## src/hw/rtl/ptsb_pkg.sv

```systemverilog
// Shared types, codes and constants for the planar tile sprite blitter.
package ptsb_pkg;

   // Default geometry of the target field and the tile set.
   localparam int DEF_FIELD_WIDTH  = 256;
   localparam int DEF_FIELD_HEIGHT = 128;
   localparam int DEF_TILE_COUNT   = 128;

   // Pattern store geometry.
   localparam int STORE_DEPTH = 2048;
   localparam int STORE_AW    = 11;
   localparam int TILE_SIDE   = 8;
   localparam int ROW_W       = 3;
   localparam int TILE_W      = 7;

   // Depth of the queue between the front and the back.
   localparam int QUEUE_DEPTH = 2;

   // Item opcodes.
   localparam logic OP_LOAD = 1'b0;
   localparam logic OP_BLIT = 1'b1;

   // Register indexes on the CSR port.
   localparam logic [1:0] CSR_COLOR1 = 2'd0;
   localparam logic [1:0] CSR_COLOR2 = 2'd1;
   localparam logic [1:0] CSR_COLOR3 = 2'd2;

   // Palette reset values.
   localparam logic [7:0] RST_COLOR1 = 8'd18;
   localparam logic [7:0] RST_COLOR2 = 8'd33;
   localparam logic [7:0] RST_COLOR3 = 8'd51;

   typedef enum logic [1:0] {
      KIND_LOAD,
      KIND_BLIT,
      KIND_NOP
   } kind_type;

   typedef enum logic [2:0] {
      ST_CLEAR,
      ST_IDLE,
      ST_ROW,
      ST_SCAN,
      ST_FLUSH
   } state_type;

   typedef struct packed {
      kind_type                    kind;
      logic [STORE_AW-1:0]         pattern_addr;
      logic [7:0]                  pattern_byte;
      logic [TILE_W-1:0]           tile;
      logic [8:0]                  dest_x;
      logic [8:0]                  dest_y;
   } item_type;

   typedef struct packed {
      logic [7:0] color1;
      logic [7:0] color2;
      logic [7:0] color3;
   } palette_type;

   typedef struct packed {
      logic clearing;
   } back_status_type;

endpackage

```

## src/hw/rtl/ptsb_queue.sv

```systemverilog
// Short FIFO of classified items between front and back.
module ptsb_queue (
   input  logic                clock,
   input  logic                reset,
   input  logic                push,
   input  ptsb_pkg::item_type  push_item,
   output logic                full,
   input  logic                pop,
   output logic                valid,
   output ptsb_pkg::item_type  pop_item
);

   localparam int PW = (ptsb_pkg::QUEUE_DEPTH > 1) ? $clog2(ptsb_pkg::QUEUE_DEPTH) : 1;
   localparam int CW = $clog2(ptsb_pkg::QUEUE_DEPTH + 1);
   localparam logic [PW-1:0] LAST_PTR = PW'(ptsb_pkg::QUEUE_DEPTH - 1);
   localparam logic [CW-1:0] FULL_CNT = CW'(ptsb_pkg::QUEUE_DEPTH);

   ptsb_pkg::item_type  slots_ff [ptsb_pkg::QUEUE_DEPTH];
   logic [PW-1:0]       wr_ptr_ff, wr_ptr_in;
   logic [PW-1:0]       rd_ptr_ff, rd_ptr_in;
   logic [CW-1:0]       count_ff, count_in;
   logic                do_push, do_pop;

   assign full     = (count_ff == FULL_CNT);
   assign valid    = (count_ff != '0);
   assign pop_item = slots_ff[rd_ptr_ff];
   assign do_push  = push && !full;
   assign do_pop   = pop && valid;

   always_comb begin
      wr_ptr_in = wr_ptr_ff;
      rd_ptr_in = rd_ptr_ff;
      count_in  = count_ff;
      if (do_push) begin
         wr_ptr_in = (wr_ptr_ff == LAST_PTR) ? '0 : wr_ptr_ff + 1'b1;
      end
      if (do_pop) begin
         rd_ptr_in = (rd_ptr_ff == LAST_PTR) ? '0 : rd_ptr_ff + 1'b1;
      end
      case ({do_push, do_pop})
         2'b10:   count_in = count_ff + 1'b1;
         2'b01:   count_in = count_ff - 1'b1;
         default: count_in = count_ff;
      endcase
   end

   always_ff @(posedge clock) begin
      if (reset) begin
         wr_ptr_ff <= '0;
         rd_ptr_ff <= '0;
         count_ff  <= '0;
      end else begin
         wr_ptr_ff <= wr_ptr_in;
         rd_ptr_ff <= rd_ptr_in;
         count_ff  <= count_in;
      end
      if (do_push) begin
         slots_ff[wr_ptr_ff] <= push_item;
      end
   end

endmodule

```

## config.mk

```make
export PLATFORM = sky130hd
export DESIGN_NAME = ptsb_queue
export DESIGN_NICKNAME = d
export VERILOG_FILES = /design/src/hw/rtl/ptsb_pkg.sv /design/src/hw/rtl/ptsb_queue.sv
export SDC_FILE = /design/constraint.sdc
export NUM_CORES = 1
export LEC_CHECK = 0
export ABC_CLOCK_PERIOD_IN_PS = 4600
export BUFFER_PORTS_ARGS = -buffer_cell sky130_fd_sc_hd__buf_2
export CORE_ASPECT_RATIO = 0.7
export CORE_MARGIN = 4
export CORE_UTILIZATION = 50
export DETAILED_ROUTE_END_ITERATION = 10
export GPL_TIMING_DRIVEN = 0
export MAX_ROUTING_LAYER = met4
export PLACE_DENSITY = 0.87
export RECOVER_POWER = 50
export SYNTH_ARGS = -nofsm -noshare
export SYNTH_HDL_FRONTEND = slang
export SYNTH_SLANG_ARGS = --single-unit
```

## constraint.sdc

```tcl
create_clock -name clock -period 4.6 [get_ports clock]
set_input_delay 0.69 -clock clock [delete_from_list [all_inputs] [get_ports clock]]
set_output_delay 0.69 -clock clock [all_outputs]
set_load 0.01 [all_outputs]
```

# Word level (Yosys, flattened, before mapping)
# Memory sizes are Yosys's and may differ from the RTL's. A register that Yosys moved wholly into a read port is not among the register bits.
# Cells that the tools add are included.
[totals] regBits=4 mem_bits_rw=92 input_bits=50 out_inout_bits=48 memories=1
[op_classes] add_sub_neg=4 eq_ne=3 muxes=7 n_reduce_logical=5
[memory_table] name="slots_ff" depth=2 width=46 read_ports=1 rd_clocked_by_memory_dff=1 write_ports=1 line_no="ptsb_queue.sv:18" text="ptsb_pkg::item_type slots_ff [ptsb_pkg::QUEUE_DEPTH];"
[ops] cell="$mux 1" count=6
[ops] cell="$eq 2x2->1 const B" count=2
[ops] cell="$pmux 2 s2" count=1
[ops] cell="$reduce_bool 2->1" count=2
[ops] cell="$add 1x1->1 const B" count=2
[ops] cell="$add 2x1->2 const B" count=1
[ops] cell="$eq 2x1->1 const B" count=1
[ops] cell="$logic_and 1x1->1" count=2
[ops] cell="$sub 2x1->2 const B" count=1
[ops] cell="$logic_not 1->1" count=1

# Longest topological paths before layout
[logic_depth] depth_word=5 mapped_depth=6 mapped_depth_nobuf=6

# Least setup slack after synthesis
# OpenSTA, ideal clock, no wires.
[synth_timing] path_type="input-to-reg" from="input port push" to="memory slots_ff[0][0] (netlist bit), enable pin" setup_ns=0.400 arrival_time_ns=1.989 setup_slack_ns=2.211 cell_stages=3 n_path_buf=0 cell_sequence="inv_1 -> or3_1 -> inv_1"
[synth_via] elab_chain_len=3
[synth_rtl] item="start: declaration" line_no="ptsb_queue.sv:5" text="input logic push,"
[synth_rtl] item="$logic_and 1x1->1" line_no="ptsb_queue.sv:27" text="assign do_push = push && !full;"
[synth_rtl] item="$mux 1" line_no="ptsb_queue.sv:57" text="if (do_push) begin"
[synth_rtl] item="$mux 1 (not written as such)" line_no="ptsb_queue.sv:58" text="slots_ff[wr_ptr_ff] <= push_item;"
[synth_rtl] item="end: declaration" line_no="ptsb_queue.sv:18"
# Every way passes these cells.

==> summary.txt <==
Run status
  • Outcome: completed

Global route
  • Global-route wire length before repair: 9390 um
  • Total gr overflow: 0
  • Number of antenna violations at the first check in global routing: 0
  • Pin count of the biggest net entering global routing: 25
  • Overall Global Routing Usage: 0.154
  • Vias in the first global route: 1957

Cells and area
  • Post-layout util: 0.635
  • Area Overhead vs Synth: 22.6%
  • Share of layout cells above drive strength 1: 0.504
  • # nets final: 330
  • Diode count: 0
  • Filler instances: 568

Synth
  • Top cells by area, synth: edfxtp_1 (78%), mux2_2 (15%), dfxtp_1 (2.8%), buf_2 (0.71%), xnor2_1 (0.50%)
  • Post-Syn Area: 3530 um2
  • Async S/R FF share, synth: 0
  • Avg Cell Area, Syn: 20.9 um2
  • Count leader, synth: edfxtp_1
  • Yosys top cell area share: 0.782
  • Post-synth top area cell: edfxtp_1
  • Synth warn: 0
  • Post-synthesis sequential area ratio: 0.810
  • Cell count after synthesis: 169
  • Mapped Nets: 220
  • Synth Register Bits: 97
  • Most frequent cells after synthesis: edfxtp_1 (92), mux2_2 (46), buf_2 (5), dfxtp_1 (5), nor2_1 (3)
  • Most used DFF post-synth: edfxtp_1
  • Post-synthesis cell type count: 18
  • Post-synth EDFFs: 92

Clock network
  • Sink Count: 97
  • TritonCTS buffer count: 9
  • Postcts setup bufs: 0
  • Reg clk slew, reported paths: 90 ps
  • Later-pin clock latency in the skew report: 350 ps
  • CTS Buffer Depth: 2
  • TritonCTS clock tree: yes
  • Root buf cell: clkbuf_8
  • Hold Buf Count CTS: 0
  • Post-CTS Resized: 0
  • Htree depth: 3

Critical path
  • Critical Path End Type: primary output
  • Slowest CP cell: mux2_2
  • CP cell instances: buf_2 -> buf_2 -> mux2_2 -> buf_2
  • R2r worst-path depth: 3
  • Worst reg-to-reg setup slack: 2460 ps
  • Buf/Inv on CP: 3
  • R2r startpoint: count_ff[0]$_SDFFE_PP0P_
  • Crit Path Class: reg2out
  • CP arrival: 1740 ps
  • Critical path's top delay family: buffers and inverters
  • WP data required: 3910 ps
  • Worst Setup Start Kind: flip-flop
  • CP max FO: 10
  • FF-to-FF End: slots_ff[1][41]$_DFFE_PP_
  • Most used cell, CP: buf_2
  • CP max stage delay: 380 ps

Detailed routing
  • 1st-pass router iterations: 4
  • Detailed router's first-iteration violation count: 50
  • Routed wire per std cell: 16.2 um
  • Via count: 1838
  • DR vias/cell: 4.86
  • Antenna Violating Nets Remaining: 0
  • Wirelength, routed: 6110 um
  • Remaining DRCs: 0

STA
  • Clk_skew: 8.62 ps
  • Max-slew violations: 0
  • Unrepaired setup endpoints after global routing: no
  • Final Hold Fails: 0
  • Relative slew slack: 0.196
  • Period utilization: 0.529
  • Final setup TNS: 0 ps
  • Slew @ Worst Pin: 1210 ps
  • Fin crit period: 2430 ps
  • Final setup violation count: 0
  • Fmax: 411 MHz
  • Final setup margin: 2170 ps

Pwr
  • Sw Pwr: 655 uW
  • Switch share: 0.287
  • Leak pwr: 0.00159 uW
  • Pwr Density: 528 nW/um2
  • Peak VDD IR: 0.286 mV
  • Sequential share of power: 0.503
  • Int Pwr: 1630 uW
  • Combinational Power Share: 0.289
  • Power share of the clock group: 0.208

Die
  • Initial Util: 0.518
  • Row Count: 25
  • IO Count: 98
  • Die area: 8490 um2
  • Placeable Area: 6820 um2
  • Die W: 108 um
  • Die Span Y: 78.3 um

Hold path
  • Hold path endpoint: wr_ptr_ff$_SDFFE_PP0N_
  • Hold Path Stages: 2
  • Hold path startpoint: wr_ptr_ff$_SDFFE_PP0N_
  • Class of the worst hold path: reg2reg

Placed design
  • DP Wirelength: 4180 um
  • Port Buffers: 97
  • Post-Place Setup Slack: 2360 ps
  • GPL Wtd Cong: 0.746

Run
  • Max_cap viols: 0
cell families after synthesis:
group	synth area share
simple gates	0.0138
xor+xnor	0.00744
compound gates	0.00779
fa+ha+maj	0.00354
flops	0.810
mux	0.147
buf+inv	0.0103
worst max path at each step:
stage                     startpoint                        end  slack [ps]  cells past startpoint
after CTS                  flip-flop               pop_item[45]        2130                      4
final                      flip-flop               pop_item[14]        2170                      4
after global routing       flip-flop               pop_item[45]        2060                      4
after floorplan                 push   slots_ff[0][0]$_DFFE_PP_        2210                      3
after global placement          push  slots_ff[0][37]$_DFFE_PP_        1650                      4
after detailed placement        push  slots_ff[0][41]$_DFFE_PP_        2360                      5
metal layers:
metal / track usage / wire [um] / vias up / share of wire
met5: - / 0 / - / 0
met4: 0.0530 / 91 / 0 / 0.015
met3: 0.0633 / 627 / 10 / 0.10
met2: 0.246 / 2880 / 76 / 0.47
met1: 0.178 / 2520 / 876 / 0.41
li1: - / - / 876 / -
power groups by stage:
stage / Combinational, uW / Sequential [uW] / Clock [uW]
6_report: 661 / 1150 / 476
3_3_place_gp: 640 / 1170 / 0
3_5_place_dp: 673 / 1170 / 0
2_1_floorplan: 418 / 1160 / 0
4_1_cts: 678 / 1150 / 493
5_1_grt: 719 / 1160 / 536
sequential cells by signal, indices dropped and copies added, names as in the netlist, named ones only:
name and count:
count_ff 2, rd_ptr_ff 1, slots_ff 92, wr_ptr_ff 1
layout by cell type, fill, tap and decap left out, types with 3 or more instances in the layout:
cell / netlist / routed
edfxtp_1: 92 / 92
nor2_1: 3 / 3
buf_2: 5 / 78
dfxtp_1: 5 / 5
clkbuf_8: 0 / 9
clkbuf_1: 0 / 25
mux2_2: 46 / 46
metrics by stage:
stage / cell area, um2 / std cells / hold WS [ps] / power, uW
2_1_floorplan: 3530 / 169 / 452 / 1580
3_3_place_gp: 4140 / 360 / 466 / 1810
3_5_place_dp: 4190 / 362 / 482 / 1840
4_1_cts: 4360 / 378 / 494 / 2320
5_1_grt: 4330 / 378 / 488 / 2420
6_report: 4330 / 378 / 500 / 2290
final cells by class:
class | count | area, um2 | area share
multi-input cells | 64 | 633 | 0.146
plain buffers | 5 | 25.0 | 0.00578
repair buffers | 99 | 510 | 0.118
well taps | 94 | 118 | 0.0272
flip-flops and latches | 97 | 2860 | 0.661
inverters | 3 | 11.3 | 0.00260
clock inverters | 6 | 42.5 | 0.00982
clock buffers | 10 | 128 | 0.0295
worst reg2reg max path: cells and delay by family (launching register included):
| family | cells | cell delay, ps |
|---|---|---|
| buffers and inverters | 1 | 260 |
| AND/OR/NAND/NOR | 2 | 1140 |
| flip-flops | 1 | 420 |
(Power assumes the default switching activity.)
