===== src/hw/rtl/ptsb_pkg.sv =====
// Shared types, codes and constants for the planar tile sprite blitter.
package ptsb_pkg;

   // Default geometry of the target field and the tile set.
   localparam int DEF_FIELD_WIDTH  = 256;
   localparam int DEF_FIELD_HEIGHT = 128;
   localparam int DEF_TILE_COUNT   = 128;

   // Pattern store geometry.
   localparam int STORE_DEPTH = 2048;
   localparam int STORE_AW    = 11;
   localparam int TILE_SIDE   = 8;
   localparam int ROW_W       = 3;
   localparam int TILE_W      = 7;

   // Depth of the queue between the front and the back.
   localparam int QUEUE_DEPTH = 2;

   // Item opcodes.
   localparam logic OP_LOAD = 1'b0;
   localparam logic OP_BLIT = 1'b1;

   // Register indexes on the CSR port.
   localparam logic [1:0] CSR_COLOR1 = 2'd0;
   localparam logic [1:0] CSR_COLOR2 = 2'd1;
   localparam logic [1:0] CSR_COLOR3 = 2'd2;

   // Palette reset values.
   localparam logic [7:0] RST_COLOR1 = 8'd18;
   localparam logic [7:0] RST_COLOR2 = 8'd33;
   localparam logic [7:0] RST_COLOR3 = 8'd51;

   typedef enum logic [1:0] {
      KIND_LOAD,
      KIND_BLIT,
      KIND_NOP
   } kind_type;

   typedef enum logic [2:0] {
      ST_CLEAR,
      ST_IDLE,
      ST_ROW,
      ST_SCAN,
      ST_FLUSH
   } state_type;

   typedef struct packed {
      kind_type                    kind;
      logic [STORE_AW-1:0]         pattern_addr;
      logic [7:0]                  pattern_byte;
      logic [TILE_W-1:0]           tile;
      logic [8:0]                  dest_x;
      logic [8:0]                  dest_y;
   } item_type;

   typedef struct packed {
      logic [7:0] color1;
      logic [7:0] color2;
      logic [7:0] color3;
   } palette_type;

   typedef struct packed {
      logic clearing;
   } back_status_type;

endpackage


===== src/hw/rtl/ptsb_front.sv =====
// Front end: accepts request transfers, classifies them and feeds the queue.
module ptsb_front #(
   parameter int TILE_COUNT = ptsb_pkg::DEF_TILE_COUNT
) (
   input  logic                       clock,
   input  logic                       reset,
   input  logic                       req_valid,
   output logic                       req_stall,
   input  logic                       req_op,
   input  logic [10:0]                req_pattern_addr,
   input  logic [7:0]                 req_pattern_byte,
   input  logic [7:0]                 req_tile_index,
   input  logic [8:0]                 req_dest_x,
   input  logic [8:0]                 req_dest_y,
   input  ptsb_pkg::back_status_type  status,
   input  logic                       q_full,
   output logic                       q_push,
   output ptsb_pkg::item_type         q_item
);

   localparam logic [8:0] TILE_LIMIT = 9'(TILE_COUNT);

   logic                slot_valid_ff, slot_valid_in;
   ptsb_pkg::item_type  slot_ff, slot_in;
   logic                accept;

   assign q_push    = slot_valid_ff && !q_full;
   assign q_item    = slot_ff;
   assign req_stall = status.clearing || (slot_valid_ff && q_full);
   assign accept    = req_valid && !req_stall;

   always_comb begin
      slot_in       = slot_ff;
      slot_valid_in = slot_valid_ff;
      if (q_push) begin
         slot_valid_in = 1'b0;
      end
      if (accept) begin
         slot_valid_in        = 1'b1;
         slot_in.pattern_addr = req_pattern_addr;
         slot_in.pattern_byte = req_pattern_byte;
         slot_in.tile         = req_tile_index[ptsb_pkg::TILE_W-1:0];
         slot_in.dest_x       = req_dest_x;
         slot_in.dest_y       = req_dest_y;
         if (req_op == ptsb_pkg::OP_LOAD) begin
            slot_in.kind = ptsb_pkg::KIND_LOAD;
         end else if ({1'b0, req_tile_index} < TILE_LIMIT) begin
            slot_in.kind = ptsb_pkg::KIND_BLIT;
         end else begin
            slot_in.kind = ptsb_pkg::KIND_NOP;
         end
      end
   end

   always_ff @(posedge clock) begin
      if (reset) begin
         slot_valid_ff <= 1'b0;
      end else begin
         slot_valid_ff <= slot_valid_in;
      end
      slot_ff <= slot_in;
   end

endmodule


===== config.mk =====
export PLATFORM = sky130hd
export DESIGN_NAME = ptsb_front
export DESIGN_NICKNAME = d
export VERILOG_FILES = /design/src/hw/rtl/ptsb_pkg.sv /design/src/hw/rtl/ptsb_front.sv
export SDC_FILE = /design/constraint.sdc
export NUM_CORES = 1
export LEC_CHECK = 0
export BUFFER_PORTS_ARGS = -buffer_cell sky130_fd_sc_hd__buf_2
export CELL_PAD_IN_SITES_DETAIL_PLACEMENT = 0
export CELL_PAD_IN_SITES_GLOBAL_PLACEMENT = 2
export CORE_UTILIZATION = 26
export DETAILED_ROUTE_END_ITERATION = 8
export HOLD_SLACK_MARGIN = 0.02
export PLACE_DENSITY_LB_ADDON = 0.2
export SYNTH_ARGS = -nofsm -noshare
export SYNTH_HDL_FRONTEND = slang
export SYNTH_SLANG_ARGS = --single-unit
export TNS_END_PERCENT = 10

===== constraint.sdc =====
create_clock -name clock -period 4.5 [get_ports clock]
set_input_delay 0.9 -clock clock [delete_from_list [all_inputs] [get_ports clock]]
set_output_delay 0.9 -clock clock [all_outputs]
set_load 0.005 [all_outputs]

-- Word-level counts from Yosys, hierarchy flattened
Cells that the tools add are included.
W data, S select, Z words.
- bits in registers: 47
- output and inout bits: 48
- word-level logic and storage cells: 18
- magnitude comparators: 1
- multiplexer cells: 3
- reductions and logical operators: 7
- operators by type and width (operator ; number):
    $lt A8 B8 Y1 const B ; 1
    $logic_and A1 B1 Y1 ; 3
    $logic_not A1 Y1 ; 2
    $mux W1 ; 2
    $mux W2 ; 1
    $reduce_bool A2 Y1 ; 1
    $logic_or A1 B1 Y1 ; 1

-- Depth between registers and ports, before layout
Gate-level depths: netlist (run 1).
- depth after elaboration: 5
- mapped depth: 2
- mapped depth without buffers: 2

-- Worst setup path after synthesis (run 1)
Ideal clock, no wire load.
- path kind: input to register
- start: input port status
- end: register slot_ff, in the netlist q_item[0] (enable)
- library setup time: 0.465 ns
- arrival time: 3.293 ns
- required time: 4.035 ns
- setup slack: 0.743 ns
- stages on the path: 2
- path buffers: 0
- cell sequence: nand2b_4 -> a21oi_1
- word-level cells in the longest chain between the ends: 3
- RTL lines (what ; line ; source):
    start, declared ; ptsb_front.sv:15 ; input ptsb_pkg::back_status_type status,
    $logic_or A1 B1 Y1 ; ptsb_front.sv:29 ; assign req_stall = status.clearing || (slot_valid_ff && q_full);
    $logic_not A1 Y1 ; ptsb_front.sv:30 ; assign accept = req_valid && !req_stall;
    $logic_and A1 B1 Y1 ; ptsb_front.sv:30 ;
    named net accept ; ptsb_front.sv:25 ; logic accept;
    end signal, assigned ; ptsb_front.sv:61 ; slot_ff <= slot_in;
    end, declared ; ptsb_front.sv:24 ; ptsb_pkg::item_type slot_ff, slot_in;
The timed path passes the listed nets, and every way through them passes these cells.
A chain may end at the register's enable or synchronous reset.

-- Worst setup path after layout (run 1)
- start: input port q_full
- end: output port req_stall
- word-level cells in the longest chain between the ends: 2
- RTL lines (what ; line ; source):
    start, declared ; ptsb_front.sv:16 ; input logic q_full,
    $logic_and A1 B1 Y1 ; ptsb_front.sv:29 ;
    $logic_or A1 B1 Y1 ; ptsb_front.sv:29 ;
    end, declared ; ptsb_front.sv:8 ; output logic req_stall,
No other way between the ends.

==> results.json, run 1 <==
{
  "relSlewSlack_pct": 56.4,
  "clock_path_buffers": 2,
  "fin_util_pct": 40.9,
  "grtUsageMet1_pct": 10.8,
  "final_design_area_no_fill_um2": 2140,
  "post_cts_resized": 0,
  "outcome": "finished clean",
  "fin_worst_skew_ns": 0.00339,
  "fin_cells": 232,
  "die_w_um": 76.9,
  "synth.area.top_cells": "edfxtp_1 (95%), dfxtp_1 (1.4%), nand2b_4 (0.94%)",
  "synth_top_family_by_area": "simple AND/OR/NAND/NOR gates",
  "drt_pass1_iterations": 3,
  "hold_path_class": "reg -> reg",
  "synth_simple_gate_area_share_pct": 2.92,
  "synth_warnings": 0,
  "fp.coreArea_um2": 5240,
  "io_pins": 99,
  "post_cts_buffers": 0,
  "max_stage_delay_ns": 0.13,
  "track_usage_pct": 9.28,
  "clk_pin_slew_ns": 0.08,
  "pre_cts_slack_ns": 1.99,
  "clk_latency_ns": 0.29,
  "worstMarginPinSlew_ns": 0.653,
  "finalCritPeriodShare_pct": 49.1,
  "grt_use_met3_pct": 4.17,
  "overflow": 0,
  "ys_seq_area_share_pct": 96.1,
  "syn2layout_area_growth_pct": 46.8,
  "die_h_um": 76.9,
  "cp.required_ns": 3.60,
  "cts_hold_buf": 0,
  "clockRootBuffer": "clkbuf_8",
  "synthXorXnorAreaFrac_pct": 0,
  "maxCapViolations": 0,
  "ir_worst_vdd_v": 0.000144,
  "maxSlewViolCount": 0,
  "end_kind": "output pin",
  "ys_ff_latch": 47,
  "dieArea_um2": 5910,
  "grt_pass1_vias": 891,
  "final_common_cell": "buf_2",
  "synth_top_area_cell": "edfxtp_1",
  "cts_made_buffers": 5,
  "setup_violations": 0,
  "final_nets": 212,
  "std_cell_rows": 26,
  "synth_compound_area_share_pct": 0.944,
  "fin_crit_ns": 2.21,
  "synth_nets": 106,
  "crit_type": "in -> out",
  "cpMostUsedCell": "buf_2",
  "syn-mean-instance-area_um2": 26.5,
  "gp_congestion": 0.684,
  "drc_errors": 0,
  "p_per_area_nw_per_um2": 373,
  "grt_util_met2_pct": 15.8,
  "grt_max_degree": 27,
  "setup_ws_ns": 2.29,
  "place_area_um2": 2050,
  "ff2ff_setup_slack_ns": 2.83,
  "grt_pass1_wl_mm": 4.22,
  "start_util_pct": 27.8,
  "drive_above_1_share_pct": 66.7,
  "antenna_found_initial": 0,
  "final_cell_mix": "buf_2 (98), edfxtp_1 (46), clkbuf_8 (5), nor2b_1 (2)",
  "synth_top_area_share_pct": 94.8,
  "rsz0062_at_grt": "no",
  "numClockSinks": 47,
  "p_leak_nw": 0.898,
  "htree_levels": 2,
  "synth_fa_ha_area_share_pct": 0,
  "vias": 895,
  "slowest_stage": "buf_2",
  "crit_path_start_kind": "input pin",
  "max_freq_mhz": 453,
  "portBuffers": 98,
  "path_cells": "buf_2, nand2_1, nand2b_1, buf_2",
  "drt-total-wl_mm": 2.76,
  "grt-busiest-layer": "met2",
  "hold_viol": 0,
  "insertedDiodeCount": 0,
  "cp_max_fo": 3,
  "synthMuxAreaShare_pct": 0,
  "final.setup.tns_ns": 0,
  "ant_nets": 0,
  "drt_iter0_drc": 7,
  "synth_area_um2": 1460,
  "avgViaCountPerCell": 3.86,
  "crit_arrival_ns": 1.31,
  "synth_cell_types": 9,
  "placed_cells": 224,
  "post_drt_wl_per_cell_um": 11.9,
  "synth_cells": 55,
  "cts_tree": "done"
}
final cells by class:
type                       count  area [µm²]
multi-input combinational      8        67.6
clock buffer                   6        72.6
tap                           70        87.6
fill                         503        3100
timing repair buffer          99         498
sequential                    47        1400
clock inverter                 2        12.5
cells by family (layout without fill, tap and decap cells):
family / count (synthesis) / after routing
simple gates: 6 / 6
buf+inv: 0 / 107
flops: 47 / 47
compound gates: 2 / 2
path summary, 6_finish.rpt:
kind / start / to / cells after the start
max: q_full / req_stall / 4
min: slot_valid_ff / slot_valid_ff / 2
min reg2reg: slot_valid_ff / slot_valid_ff / 2
max reg2reg: slot_valid_ff / q_item[41] / 2
cell usage after synthesis:
| master | count |
|---|---|
| a21oi_2 | 1 |
| and2_1 | 1 |
| nand2b_1 | 1 |
| edfxtp_1 | 46 |
| nand2b_4 | 1 |
| nor2b_1 | 2 |
| dfxtp_1 | 1 |
| nand2_1 | 1 |
| a21oi_1 | 1 |
critical path, delay by kind of cell:
kind                   cells  cell delay [ns]
buffers and inverters      2             0.25
AND/OR/NAND/NOR            2             0.16
sequential cells by signal (all words and copies together), names as in the netlist:
register / count
slot_valid_ff: 1
q_item: 46
through the flow:
step,hold slack (ns),total power [mW]
final,0.543,0.799
after global routing,0.585,0.836
after CTS,0.540,0.811
after detailed placement,0.526,0.572
after global placement,0.512,0.571
after floorplan,0.464,0.531
routing by layer:
layer  vias to the layer above  routed length, µm
li1                        426                  -
met1                       405               1080
met2                        62               1360
met3                         2                302
met4                         0                 13
met5                         -                  0
power breakdown:
group          leakage, nW  switching, mW  total, mW  internal (mW)
clock network       0.0428          0.130      0.239          0.109
registers            0.439        0.00415      0.507          0.503
logic                0.417         0.0246     0.0536         0.0290
total                0.898          0.159      0.799          0.640
Note: power is estimated with default switching activity, not from simulation.
==> run 2: changes to the inputs <==
--- a/config.mk
+++ b/config.mk
@@ -5,6 +5,7 @@
 export SDC_FILE = /design/constraint.sdc
 export NUM_CORES = 1
 export LEC_CHECK = 0
+export ABC_AREA = 1
 export BUFFER_PORTS_ARGS = -buffer_cell sky130_fd_sc_hd__buf_2
 export CELL_PAD_IN_SITES_DETAIL_PLACEMENT = 0
 export CELL_PAD_IN_SITES_GLOBAL_PLACEMENT = 2
==> constraint.sdc (replaced) <==
create_clock -name clock -period 2.2 [get_ports clock]
set_input_delay 0.44 -clock clock [delete_from_list [all_inputs] [get_ports clock]]
set_output_delay 0.44 -clock clock [all_outputs]
set_load 0.005 [all_outputs]
==> results.json, run 2 <==
{
  "rsz0062_at_grt": "no",
  "reg2reg_depth": 4,
  "hold_path_depth": 1,
  "p_switching_mw": 0.314,
  "hold_viol": 0,
  "clk_pin_slew_ns": 0.08,
  "track_usage_pct": 10.2,
  "ys.flop_type": "edfxtp_1",
  "hold_path_class": "in -> reg",
  "fp.coreArea_um2": 5270,
  "std_cell_rows": 26,
  "setup_violations": 0,
  "clk_latency_ns": 0.28,
  "synth_cells": 62,
  "synth_area_um2": 1470,
  "post_cts_buffers": 0,
  "fillers": 522,
  "final_common_cell": "buf_2",
  "p_int_mw": 1.42,
  "seqPwrFrac_pct": 59.7,
  "crit_type": "reg -> out",
  "place_area_um2": 2070,
  "fin_worst_skew_ns": 0.00285,
  "startpoint": "slot_valid_ff",
  "relSlewSlack_pct": 77.5,
  "maxCapViolations": 0,
  "crit_path_start_kind": "flop",
  "dp_hpwl_mm": 2.38,
  "drt_pass1_iterations": 3,
  "setup_ws_ns": 0.864,
  "finalCritPeriodShare_pct": 60.7,
  "cts_hold_buf": 0,
  "drc_errors": 0,
  "overflow": 0,
  "final_design_area_no_fill_um2": 2170,
  "antenna_found_initial": 0,
  "start_util_pct": 27.8,
  "maxSlewViolCount": 0,
  "synth_nets": 113,
  "drt_iter0_drc": 37,
  "synth_top_area_cell": "edfxtp_1",
  "post_cts_resized": 0,
  "seq_area_um2": 1400,
  "post_drt_wl_per_cell_um": 12.4,
  "grt_max_degree": 28,
  "hp-start": "req_dest_y[3]",
  "synthTopCellsByCount": "edfxtp_1 (46), inv_1 (7), nor2_1 (3)",
  "final_nets": 220,
  "vias": 916,
  "pre_cts_slack_ns": 0.724,
  "clock_path_buffers": 2,
  "ant_nets": 0,
  "final.setup.tns_ns": 0,
  "swShare_pct": 18.1,
  "p_clk_share_pct": 33.7,
  "drive_above_1_share_pct": 65.1,
  "grt_pass1_wl_mm": 4.51,
  "ys_ff_latch": 47,
  "synth_most_common_cell": "edfxtp_1",
  "clockRootBuffer": "clkbuf_8",
  "cp_max_fo": 2,
  "power_frac_comb_pct": 6.6,
  "synth_edf_count": 46,
  "largest_register_ffs": 46,
  "multi_input_area_um2": 47.5,
  "insertedDiodeCount": 0,
  "worstMarginPinSlew_ns": 0.337,
  "fin_crit_ns": 1.34,
  "outcome": "finished clean",
  "synth_cell_types": 7,
  "gp_congestion": 0.684,
  "die_h_um": 77.1,
  "numClockSinks": 47,
  "final_cell_mix": "buf_2 (98), edfxtp_1 (46), inv_1 (7), clkbuf_8 (5)",
  "syn-mean-instance-area_um2": 23.7,
  "dieArea_um2": 5950,
  "p_per_area_nw_per_um2": 799,
  "drt-total-wl_mm": 2.97,
  "grt_pass1_vias": 936,
  "max_freq_mhz": 749,
  "io_pins": 99,
  "htree_levels": 2,
  "cts_tree": "done",
  "p_leak_nw": 0.946,
  "synth.area.top_cells": "edfxtp_1 (94%), inv_1 (1.8%), dfxtp_1 (1.4%)",
  "die_w_um": 77.1,
  "r2r-start": "slot_valid_ff",
  "synth_warnings": 0,
  "crit_arrival_ns": 0.90,
  "cp.required_ns": 1.76,
  "portBuffers": 98,
  "ir_worst_vdd_v": 0.000328,
  "ys_seq_area_share_pct": 95.5,
  "synth_top_area_share_pct": 94.1,
  "end_kind": "output pin",
  "syn2layout_area_growth_pct": 47.9,
  "cts_made_buffers": 5,
  "synthArstFlopShare_pct": 0,
  "avgViaCountPerCell": 3.83
}
## run 2: cell count changes in the layout (fill, tap and decap cells not counted), moves of 2 or more
cell	before	now
nand2_2	0	2
nor2_1	0	2
nor2b_1	2	0
inv_1	0	7
## run 2: final cells by class
cell class                 count  share of cell area, %
sequential                    47                   64.6
timing repair buffer         100                   23.3
tap                           70                   4.03
clock buffer                   6                   3.34
multi-input combinational      8                   2.19
clock inverter                 1                   1.38
inverter                       7                   1.21
## run 2: worst paths after layout
path / endpoint / slack (ns)
max: req_stall / 0.86
max reg2reg: q_item[24] / 0.99
min: q_item[3] / 0.32
min reg2reg: slot_valid_ff / 0.56
## run 2: critical path, stage by stage, from the launching register on
cell and delay (ns):
dfxtp_1 0.34, nand2_2 0.07, nand2_2 0.08, buf_2 0.12
## run 2: through the flow
| step | total power [mW] | util [%] | std cells | hold slack, ns |
|---|---|---|---|---|
| 6_report | 1.73 | 41.2 | 239 | 0.324 |
| 5_1_grt | 1.81 | 41.2 | 239 | 0.298 |
| 4_1_cts | 1.76 | 41.2 | 239 | 0.310 |
| 3_5_place_dp | 1.17 | 39.2 | 232 | 0.564 |
| 3_3_place_gp | 1.17 | 39.2 | 232 | 0.538 |
| 2_1_floorplan | 1.09 | - | 62 | 0.525 |
## run 2: metal layers
| layer | up-vias | track usage [%] | share of wire, % |
|---|---|---|---|
| met5 | - | 0 | 0 |
| met4 | 0 | 3.40 | 1.1 |
| met3 | 4 | 4.76 | 11 |
| met2 | 63 | 17.5 | 48 |
| met1 | 409 | 10.9 | 40 |
| li1 | 440 | - | - |
## run 2: cell families after synthesis
group                  after synthesis  synth area share [%]
AO/OA/AOI/OAI                        1                 0.597
buffers and inverters                7                  1.79
flip-flops                          47                  95.5
AND/OR/NAND/NOR                      7                  2.13
## run 2: power by group through the flow
stage / combinational, mW / clock (mW) / sequential [mW]
after detailed placement: 0.117 / 0 / 1.06
after floorplan: 0.0203 / 0 / 1.06
after global routing: 0.126 / 0.645 / 1.04
after CTS: 0.117 / 0.608 / 1.04
final: 0.114 / 0.585 / 1.04
after global placement: 0.115 / 0 / 1.06
==> run 3: changes to the inputs <==
--- a/config.mk
+++ b/config.mk
@@ -5,11 +5,11 @@
 export SDC_FILE = /design/constraint.sdc
 export NUM_CORES = 1
 export LEC_CHECK = 0
-export ABC_AREA = 1
+export ABC_AREA = 0
 export BUFFER_PORTS_ARGS = -buffer_cell sky130_fd_sc_hd__buf_2
 export CELL_PAD_IN_SITES_DETAIL_PLACEMENT = 0
 export CELL_PAD_IN_SITES_GLOBAL_PLACEMENT = 2
-export CORE_UTILIZATION = 26
+export CORE_UTILIZATION = 23
 export DETAILED_ROUTE_END_ITERATION = 8
 export HOLD_SLACK_MARGIN = 0.02
 export PLACE_DENSITY_LB_ADDON = 0.2
==> constraint.sdc (replaced) <==
create_clock -name clock -period 1.1 [get_ports clock]
set_input_delay 0.22 -clock clock [delete_from_list [all_inputs] [get_ports clock]]
set_output_delay 0.22 -clock clock [all_outputs]
set_load 0.005 [all_outputs]
==> results.json, run 3 (synthesized netlist as in run 1, its figures left out) <==
{
  "pre_cts_slack_ns": -0.0699,
  "overflow": 0,
  "avgViaCountPerCell": 3.82,
  "cts_made_buffers": 5,
  "gp_congestion": 0.641,
  "clock_path_buffers": 2,
  "post_cts_buffers": 0,
  "max_freq_mhz": 893,
  "cts_tree": "done",
  "holdWs_ns": 0.0720,
  "final_nets": 213,
  "drt-total-wl_mm": 3.06,
  "fin_crit_ns": 1.12,
  "die_w_um": 81.6,
  "clk_latency_ns": 0.29,
  "std_cell_rows": 28,
  "grt-busiest-layer": "met2",
  "final_common_cell": "buf_2",
  "dp_hpwl_mm": 2.47,
  "portBuffers": 98,
  "clockRootBuffer": "clkbuf_8",
  "cp_max_fo": 3,
  "fp.coreArea_um2": 6030,
  "hold_viol": 0,
  "outcome": "finished with violations",
  "hp-start": "reset",
  "crit_path_start_kind": "flop",
  "maxSlewViolCount": 0,
  "worstMarginPinSlew_ns": 0.187,
  "end_kind": "output pin",
  "hold_path_class": "in -> reg",
  "htree_levels": 2,
  "insertedDiodeCount": 0,
  "largest_register_ffs": 46,
  "finalCritPeriodShare_pct": 102,
  "setup_ws_ns": -0.0196,
  "finalPower_mw": 3.25,
  "final_cell_mix": "buf_2 (98), edfxtp_1 (46), clkbuf_8 (5), buf_12 (2)",
  "antenna_found_initial": 0,
  "drive_above_1_share_pct": 69.1,
  "maxCapViolations": 0,
  "setup_violations": 2,
  "r2r-start": "slot_valid_ff",
  "clk_pin_slew_ns": 0.08,
  "failed_checks": "setup timing",
  "p_per_area_nw_per_um2": 1490,
  "io_pins": 99,
  "crit_type": "reg -> out",
  "drt_pass1_iterations": 2,
  "track_usage_pct": 9.36,
  "grt_max_degree": 25,
  "start_util_pct": 24.2,
  "p_leak_nw": 0.919,
  "crit_arrival_ns": 0.90,
  "cts_hold_buf": 0,
  "post_drt_wl_per_cell_um": 12.9,
  "startpoint": "slot_valid_ff",
  "fin_worst_skew_ns": 0.00617,
  "ant_nets": 0,
  "drc_errors": 0,
  "grt_util_met2_pct": 15.9,
  "rsz0062_at_grt": "yes",
  "drt_iter0_drc": 16,
  "dieArea_um2": 6660,
  "grtUsageMet1_pct": 9.74,
  "syn2layout_area_growth_pct": 50.2,
  "grt_pass1_vias": 909,
  "relSlewSlack_pct": 87.5,
  "grt_pass1_wl_mm": 4.46,
  "cp.required_ns": 0.88,
  "ir_worst_vdd_v": 0.000529,
  "die_h_um": 81.6,
  "numClockSinks": 47,
  "grt_use_met3_pct": 4.78,
  "vias": 905
}
-- run 3: stage by stage --
| step | instance area (µm²) | util (%) | std cells | TNS (ns) |
|---|---|---|---|---|
| detailed placement | 2090 | 34.7 | 230 | -2.92 |
| global route | 2190 | 36.3 | 237 | -0.138 |
| CTS | 2170 | 36.1 | 237 | -0.0758 |
| floorplan | 1470 | - | 55 | -20.65 |
| finish | 2190 | 36.3 | 237 | -0.0260 |
| global placement | 2090 | 34.7 | 230 | -2.64 |
-- run 3: path summary, 6_finish.rpt --
check                   to  slack [ns]  depth (start not counted)
max                 q_push       -0.02                          2
min reg2reg  slot_valid_ff        0.50                          2
max reg2reg      q_item[4]        0.04                          2
min          slot_valid_ff        0.07                          2
-- run 3: critical path, cell delays in order, from the launching register on --
cell	delay, ns
dfxtp_4	0.38
nor2b_4	0.12
buf_2	0.10
-- run 3: area by class of cell --
| type | count | area (µm²) |
|---|---|---|
| Clock inverter | 2 | 8.76 |
| Clock buffer | 5 | 68.8 |
| Timing Repair Buffer | 100 | 531 |
| Sequential cell | 47 | 1410 |
| Fill cell | 617 | 3840 |
| Tap cell | 75 | 93.8 |
| Multi-Input combinational cell | 8 | 82.6 |
-- run 3: repair_timing --
item,in CTS,in global routing
setup endpoints to repair,2,2
gates resized for setup,2,3
pin swaps,0,0
-- run 3: power breakdown --
part | total (mW) | internal [mW] | leakage, nW | switching (mW)
Clock | 0.938 | 0.423 | 0.0414 | 0.514
Combinational | 0.244 | 0.134 | 0.438 | 0.110
Sequential | 2.07 | 2.05 | 0.439 | 0.0186
Total | 3.25 | 2.61 | 0.919 | 0.643
-- run 3: per-layer routing --
metal  vias to the layer above  share of wire, %
met4                         0               2.1
met1                       409                37
met5                         -                 0
met3                         7                13
met2                        63                48
li1                        426                 -
